===== config.mk =====
export PLATFORM = sky130hd
export DESIGN_NAME = hysteresis_heater_controller_top
export DESIGN_NICKNAME = d
export VERILOG_FILES = /design/src/rtl/hhc_pkg.sv /design/src/rtl/hysteresis_heater_controller_top.sv
export SDC_FILE = /design/constraint.sdc
export NUM_CORES = 1
export LEC_CHECK = 0
export BUFFER_PORTS_ARGS = -buffer_cell sky130_fd_sc_hd__buf_2
export CORE_ASPECT_RATIO = 1.4
export CORE_UTILIZATION = 50
export CTS_BUF_LIST = sky130_fd_sc_hd__clkbuf_4
export DETAILED_ROUTE_END_ITERATION = 12
export PLACE_DENSITY = 0.72
export SYNTH_ARGS = -nofsm -noshare
export SYNTH_HDL_FRONTEND = slang
export SYNTH_SLANG_ARGS = --single-unit

===== constraint.sdc =====
create_clock -name clk -period 4.6 [get_ports clk]
set_input_delay 0.23 -clock clk [delete_from_list [all_inputs] [get_ports clk]]
set_output_delay 0.23 -clock clk [all_outputs]
set_load 0.05 [all_outputs]

===== src/rtl/hhc_pkg.sv =====
// Package with shared widths, command codes and mode codes of the heater controller.
`timescale 1ns / 1ps
package hhc_pkg;

  // Stream widths
  localparam int S_TDATA_W = 48;
  localparam int S_TUSER_W = 5;
  localparam int M_TDATA_W = 104;
  localparam int M_TUSER_W = 1;
  localparam int SWITCH_W  = 8;

  // Command codes carried in func
  localparam logic [3:0] FUNC_SAMPLE    = 4'd0;
  localparam logic [3:0] FUNC_REPORT    = 4'd1;
  localparam logic [3:0] FUNC_NOOP      = 4'd2;
  localparam logic [3:0] FUNC_RST_CNT   = 4'd3;
  localparam logic [3:0] FUNC_ENABLE    = 4'd4;
  localparam logic [3:0] FUNC_DISABLE   = 4'd5;
  localparam logic [3:0] FUNC_SET_LIMIT = 4'd6;
  localparam logic [3:0] FUNC_FORCE_ON  = 4'd7;
  localparam logic [3:0] FUNC_FORCE_OFF = 4'd8;

  // Control modes
  localparam logic [1:0] MODE_IDLE     = 2'd0;
  localparam logic [1:0] MODE_COOLING  = 2'd1;
  localparam logic [1:0] MODE_HEATING  = 2'd2;
  localparam logic [1:0] MODE_DISABLED = 2'd3;

  // Result kinds
  localparam logic KIND_HEATER = 1'b0;
  localparam logic KIND_REPORT = 1'b1;

  // Heater command levels
  localparam logic [7:0] LEVEL_ON  = 8'hAA;
  localparam logic [7:0] LEVEL_OFF = 8'h00;

  // Threshold limits and reset values, sixteenths of a degree
  localparam logic signed [15:0] LIMIT_LO    = -16'sd640;
  localparam logic signed [15:0] LIMIT_HI    = 16'sd2000;
  localparam logic signed [11:0] LOW_RESET   = 12'sd0;
  localparam logic signed [11:0] HIGH_RESET  = 12'sd160;

endpackage


===== src/rtl/hysteresis_heater_controller_top.sv =====
// Hysteresis heater controller: sample and command decode with one result register.
`timescale 1ns / 1ps
// The block takes one item per clock while s_axis_tready is high: a temperature sample
// or a command, selected by func in s_axis_tuser. All decoding, threshold compares and
// counter updates sit in one level of logic ahead of a single result register, so a
// result (a heater command or a housekeeping report) appears on the master side in the
// cycle after its item is accepted, and items that cause no result leave nothing behind.
// The input is ready whenever the result register is empty or being drained in the same
// cycle, so the sustained rate is one item per cycle while the downstream side keeps
// taking results. Temperatures and thresholds are signed sixteenths of a degree.
// cfg_wdata written under cfg_we sets the heater switch number, held in a register.
module hysteresis_heater_controller_top (
  input  logic                           clk,
  input  logic                           rst,
  // Configuration: heater switch number
  input  logic                           cfg_we,
  input  logic [hhc_pkg::SWITCH_W-1:0]   cfg_wdata,
  // Input items
  input  logic                           s_axis_tvalid,
  output logic                           s_axis_tready,
  // tdata: temp_raw[15:0], low_value[31:16], high_value[47:32]
  input  logic [hhc_pkg::S_TDATA_W-1:0]  s_axis_tdata,
  // tuser: func[3:0], length_ok[4]
  input  logic [hhc_pkg::S_TUSER_W-1:0]  s_axis_tuser,
  // Result items
  output logic                           m_axis_tvalid,
  input  logic                           m_axis_tready,
  // tdata: heater_level[7:0], cmd_count[15:8], err_count[23:16], control_enabled[24],
  //   control_mode[26:25], heater_on[27], temperature[43:28], low_threshold[55:44],
  //   high_threshold[67:56], on_events[83:68], off_events[99:84], zero fill[103:100]
  output logic [hhc_pkg::M_TDATA_W-1:0]  m_axis_tdata,
  // tuser: kind[0]
  output logic [hhc_pkg::M_TUSER_W-1:0]  m_axis_tuser
);
  import hhc_pkg::*;

  // Controller state
  logic [SWITCH_W-1:0] heater_switch;
  logic [1:0]          mode, mode_next;
  logic                enabled, enabled_next;
  logic                heater, heater_next;
  logic signed [15:0]  last_temp, last_temp_next;
  logic signed [11:0]  low_level, low_level_next;
  logic signed [11:0]  high_level, high_level_next;
  logic [7:0]          accepted_cnt, accepted_cnt_next;
  logic [7:0]          error_cnt, error_cnt_next;
  logic [15:0]         on_cnt, on_cnt_next;
  logic [15:0]         off_cnt, off_cnt_next;

  // Result register
  logic                  res_valid_next;
  logic [M_TDATA_W-1:0]  res_data_next;
  logic                  res_kind_next;

  // Input fields
  logic [3:0]          func;
  logic                length_ok;
  logic signed [15:0]  temp_raw;
  logic signed [15:0]  low_value;
  logic signed [15:0]  high_value;
  logic signed [15:0]  low_ext;
  logic signed [15:0]  high_ext;
  logic                limits_bad;
  logic                accept;

  assign func       = s_axis_tuser[3:0];
  assign length_ok  = s_axis_tuser[4];
  assign temp_raw   = s_axis_tdata[15:0];
  assign low_value  = s_axis_tdata[31:16];
  assign high_value = s_axis_tdata[47:32];

  assign low_ext  = {{4{low_level[11]}}, low_level};
  assign high_ext = {{4{high_level[11]}}, high_level};
  assign limits_bad = (low_value >= high_value) || (low_value < LIMIT_LO) ||
                      (high_value > LIMIT_HI);

  // Take a new item whenever the result register is free or draining
  assign s_axis_tready = !m_axis_tvalid || m_axis_tready;
  assign accept        = s_axis_tvalid && s_axis_tready;

  // Decode one item and work out the next state and its result
  always_comb begin
    mode_next         = mode;
    enabled_next      = enabled;
    heater_next       = heater;
    last_temp_next    = last_temp;
    low_level_next    = low_level;
    high_level_next   = high_level;
    accepted_cnt_next = accepted_cnt;
    error_cnt_next    = error_cnt;
    on_cnt_next       = on_cnt;
    off_cnt_next      = off_cnt;
    res_valid_next    = 1'b0;
    res_kind_next     = KIND_HEATER;
    res_data_next     = '0;

    if (func == FUNC_SAMPLE) begin
      last_temp_next = temp_raw;
      if (enabled) begin
        if (mode == MODE_IDLE || mode == MODE_COOLING) begin
          if (temp_raw < low_ext) begin
            heater_next    = 1'b1;
            mode_next      = MODE_HEATING;
            res_valid_next = 1'b1;
            res_data_next[7:0] = LEVEL_ON;
            if (!heater) begin
              on_cnt_next = on_cnt + 16'd1;
            end
          end else begin
            mode_next = MODE_COOLING;
          end
        end else if (mode == MODE_HEATING) begin
          if (temp_raw > high_ext) begin
            heater_next    = 1'b0;
            mode_next      = MODE_COOLING;
            res_valid_next = 1'b1;
            res_data_next[7:0] = LEVEL_OFF;
            if (heater) begin
              off_cnt_next = off_cnt + 16'd1;
            end
          end
        end
      end
    end else if (func == FUNC_REPORT) begin
      // Report the state as it stands; nothing changes
      res_valid_next       = 1'b1;
      res_kind_next        = KIND_REPORT;
      res_data_next[7:0]   = LEVEL_OFF;
      res_data_next[15:8]  = accepted_cnt;
      res_data_next[23:16] = error_cnt;
      res_data_next[24]    = enabled;
      res_data_next[26:25] = mode;
      res_data_next[27]    = heater;
      res_data_next[43:28] = last_temp;
      res_data_next[55:44] = low_level;
      res_data_next[67:56] = high_level;
      res_data_next[83:68] = on_cnt;
      res_data_next[99:84] = off_cnt;
    end else if (func > FUNC_FORCE_OFF || !length_ok) begin
      // Unknown code or wrong length: count the error only
      error_cnt_next = error_cnt + 8'd1;
    end else begin
      accepted_cnt_next = accepted_cnt + 8'd1;
      unique case (func)
        FUNC_NOOP: begin
        end
        FUNC_RST_CNT: begin
          accepted_cnt_next = '0;
          error_cnt_next    = '0;
          on_cnt_next       = '0;
          off_cnt_next      = '0;
        end
        FUNC_ENABLE: begin
          enabled_next = 1'b1;
          mode_next    = MODE_IDLE;
        end
        FUNC_DISABLE: begin
          enabled_next = 1'b0;
          mode_next    = MODE_DISABLED;
        end
        FUNC_SET_LIMIT: begin
          if (limits_bad) begin
            error_cnt_next = error_cnt + 8'd1;
          end else begin
            low_level_next  = low_value[11:0];
            high_level_next = high_value[11:0];
          end
        end
        FUNC_FORCE_ON: begin
          heater_next        = 1'b1;
          res_valid_next     = 1'b1;
          res_data_next[7:0] = LEVEL_ON;
        end
        default: begin
          heater_next        = 1'b0;
          res_valid_next     = 1'b1;
          res_data_next[7:0] = LEVEL_OFF;
        end
      endcase
    end
  end

  // Hold the configured switch number
  always_ff @(posedge clk) begin
    if (rst) begin
      heater_switch <= '0;
    end else if (cfg_we) begin
      heater_switch <= cfg_wdata;
    end
  end

  // Advance the controller state on each accepted item
  always_ff @(posedge clk) begin
    if (rst) begin
      mode         <= MODE_IDLE;
      enabled      <= 1'b1;
      heater       <= 1'b0;
      last_temp    <= '0;
      low_level    <= LOW_RESET;
      high_level   <= HIGH_RESET;
      accepted_cnt <= '0;
      error_cnt    <= '0;
      on_cnt       <= '0;
      off_cnt      <= '0;
    end else if (accept) begin
      mode         <= mode_next;
      enabled      <= enabled_next;
      heater       <= heater_next;
      last_temp    <= last_temp_next;
      low_level    <= low_level_next;
      high_level   <= high_level_next;
      accepted_cnt <= accepted_cnt_next;
      error_cnt    <= error_cnt_next;
      on_cnt       <= on_cnt_next;
      off_cnt      <= off_cnt_next;
    end
  end

  // Result register: load on accept, drop once taken
  always_ff @(posedge clk) begin
    if (rst) begin
      m_axis_tvalid <= 1'b0;
    end else if (accept) begin
      m_axis_tvalid <= res_valid_next;
    end else if (m_axis_tready) begin
      m_axis_tvalid <= 1'b0;
    end
  end

  always_ff @(posedge clk) begin
    if (accept) begin
      m_axis_tdata    <= res_data_next;
      m_axis_tuser[0] <= res_kind_next;
    end
  end

`ifndef SYNTHESIS
  // Disabled mode goes hand in hand with control switched off
  a_mode_enable: assert property (@(posedge clk) disable iff (rst)
    (mode == MODE_DISABLED) == !enabled)
    else $error("mode and enable flag disagree");

  // A heater command carries only a valid level
  a_heater_cmd: assert property (@(posedge clk) disable iff (rst)
    (m_axis_tvalid && m_axis_tuser[0] == KIND_HEATER) |->
      ((m_axis_tdata[7:0] == LEVEL_ON || m_axis_tdata[7:0] == LEVEL_OFF) &&
       m_axis_tdata[M_TDATA_W-1:8] == '0))
    else $error("malformed heater command");

  // Event counters and the heater flag move only on accepted items
  a_cnt_hold: assert property (@(posedge clk) disable iff (rst)
    !accept |=> ($stable(on_cnt) && $stable(off_cnt) && $stable(heater)))
    else $error("state changed without an item");

  // A result raised by an item matches the heater it left behind
  a_level_heater: assert property (@(posedge clk) disable iff (rst)
    (accept && res_valid_next && res_kind_next == KIND_HEATER) |=>
      ((m_axis_tdata[7:0] == LEVEL_ON) == heater))
    else $error("heater command does not match heater state");
`endif

endmodule

==> results.md <==
- Status: completed
- DR pass1 iterations: 4
- F_max: 0.309 GHz
- Final instance area: 0.0109 mm2
- Synth area leader: edfxtp_1
- Global route overflow: 0
- Hold Path Stages: 3
- Crit path max fanout: 7
- Final Hold Fails: 0
- Worst path arrival time: 3720 ps
- Setup violators final: 0
- NumNets Final: 1202
- Worst Setup End Kind: flop
- Setup slack, reg-to-reg: 1360 ps
- Place WS: 1400 ps
- EDFF count, synth: 94
- Tightest Pin Transition: 1040 ps
- Clk_lat worst skew: 580 ps
- Worst Hold Launch: s_axis_tuser[2]
- Max VDD drop: 191 uV
- CTS Buf Count: 17
- Synth Area per Inst: 10.1 um2
- H-Tree Depth: 4
- Max Clock Skew: 23.1 ps
- DRC Markers: 0
- Fin. max-slew vios: 0
- Setup bufs post-CTS: 0
- # IOs: 173
- Final Wtd Congestion: 0.852
- Vias in the first global route: 6877
- Synthesis-stage register bit count: 187
- Most frequent cell after synthesis: and3_1
- Sink Count: 187
- Non-filler cells, final: 1339
- Root Buffer Master: clkbuf_4
- Post-synthesis cell area: 0.00921 mm2
- DP Cell Count: 1264
- Top FF cell, synth: edfxtp_1
- Ys async rst share: 0%
- Final worst slack: 1360 ps
- Static Leak: 4.63 nW
- Die W: 117 um
- Post-DP HPWL: 14.6 mm
- Core outline area: 0.0180 mm2
- Area delta synth->final: 18.0%
- Row count: 58
- Required @ worst endpoint: 5080 ps
- Via-per-instance ratio: 5.37
- Placed Area: 0.0101 mm2
- Synth cell count leaders: and3_1 (102), edfxtp_1 (94), dfxtp_1 (93), nand2_1 (64)
- Syn Inst Count: 908
- Post-layout util: 60.4%
- Crit path time final: 3240 ps
- CP startpoint kind: flop
- Routed wire length: 20.9 mm
- CTS tree: built
- Largest net degree at the start of global routing: 91
- Initial antenna violation count: 1
- R2r startpoint: high_level[11]
- Full die area: 0.0190 mm2
- Clock-pin slew on the worst setup and hold paths: 140 ps
- FF-to-FF path depth: 8
- Yosys Warn Count: 0
- P per Cell Area: 294 mW/mm2
- Period utilization: 70.4%
- Final ANT Viol Nets: 0
- Setup_tns: 0 ps
- DRT iter0 DRCs: 338
- IO buf count: 155
- Slew Limit Headroom: 30.7%
- Register area share after synthesis: 50.8%
- Max Cap Viol: 0
- Unrepaired setup endpoints after global routing: false
- Total number of vias: 7187
- Critical path class: flop to flop
- Worst setup path start: high_level[11]
- Yosys top cell area share: 30.6%
- Gr usage total: 22.8%
- Fraction of layout cells with a size suffix above 1: 19.2%
- Longest Clk Path Bufs: 2
- Worst hold path class: primary input to flop
- Die height: 163 um
- Distinct cells, synth: 64
- DR WL/cell: 15.6 um
- Global-route wire length before repair: 33.4 mm
- Synth top area cells: edfxtp_1 (31%), dfxtp_1 (20%), and3_1 (6.9%)
- Starting Density: 51.2%
-- cells in the final DEF (no fill, tap or decap), drive strengths merged, types with 9 or more instances in the layout --
master,instances
a21o,9
a21oi,54
and3,102
buf,165
clkbuf,19
dfxtp,93
dlygate4sd3,42
edfxtp,94
ha,51
inv,57
mux2i,30
nand2,64
nand2b,48
nand3,27
nand4,17
nor2,49
nor3,9
nor4,12
o21ai,23
xnor2,12
-- flip-flops by register name, summed over array words and instances (netlist names) --
| name | flops |
|---|---|
| enabled | 1 |
| off_cnt | 16 |
| high_level | 12 |
| m_axis_tvalid | 1 |
| error_cnt | 8 |
| on_cnt | 16 |
| last_temp | 16 |
| heater | 1 |
| mode | 2 |
| m_axis_tuser | 1 |
| m_axis_tdata | 93 |
| accepted_cnt | 8 |
| low_level | 12 |
-- final timing paths --
check	to
max	off_cnt[11]
min reg2reg	last_temp[10]
min	heater
max reg2reg	off_cnt[11]
-- routing by layer --
metal | up-vias | GRT usage (%) | share of wire [%]
met5 | - | 0 | 0
li1 | 3621 | - | -
met2 | 193 | 39.2 | 50
met1 | 3329 | 27.0 | 42
met4 | 0 | 10.3 | 3.5
met3 | 44 | 4.91 | 4.6
-- through the flow --
step	hold WS (ps)	total power [W]
2_1_floorplan	366	0.00214
3_3_place_gp	436	0.00224
3_5_place_dp	443	0.00225
4_1_cts	45.1	0.00322
5_1_grt	84.7	0.00332
6_report	81.4	0.00320
-- logic make-up after synthesis --
kind of cell / count (synthesis) / share of synthesized area [%]
other cells: 1 / 0.0407
simple gates: 370 / 22.1
compound gates: 140 / 9.82
fa+ha+maj: 51 / 6.93
xor+xnor: 17 / 1.62
mux: 32 / 3.50
buf+inv: 110 / 5.17
flops: 187 / 50.8
-- critical path, cell delays in order (launching register included) --
cell and delay [ps]:
dfxtp_1 410, inv_1 130, ha_1 330, nand4_1 160, a2111oi_1 650, o311ai_1 340
a211oi_1 780, nand4_1 200, mux2i_1 150
-- area by class of cell --
class | instances | area (um2)
fill | 1595 | 7130
sequential | 187 | 4680
multi-input combinational | 618 | 4100
timing repair buffer | 207 | 1270
tap | 240 | 300
inverter | 54 | 206
clock inverter | 13 | 165
clock buffer | 19 | 143
antenna | 1 | 2.50
-- report_power, final --
| part | switching (W) | leakage, nW | internal, W | total [W] |
|---|---|---|---|---|
| sequential | 0.0000135 | 1.71 | 0.00179 | 0.00180 |
| clock | 0.000562 | 0.165 | 0.000395 | 0.000958 |
| combinational | 0.000313 | 2.75 | 0.000128 | 0.000441 |
| total | 0.000889 | 4.63 | 0.00231 | 0.00320 |
-- what timing repair did --
| action | in CTS | in global routing |
|---|---|---|
| hold endpoints to repair | 42 | 0 |
| gates resized for setup | 0 | 0 |
| hold buffers | 42 | 0 |
(Power assumes the default switching activity.)
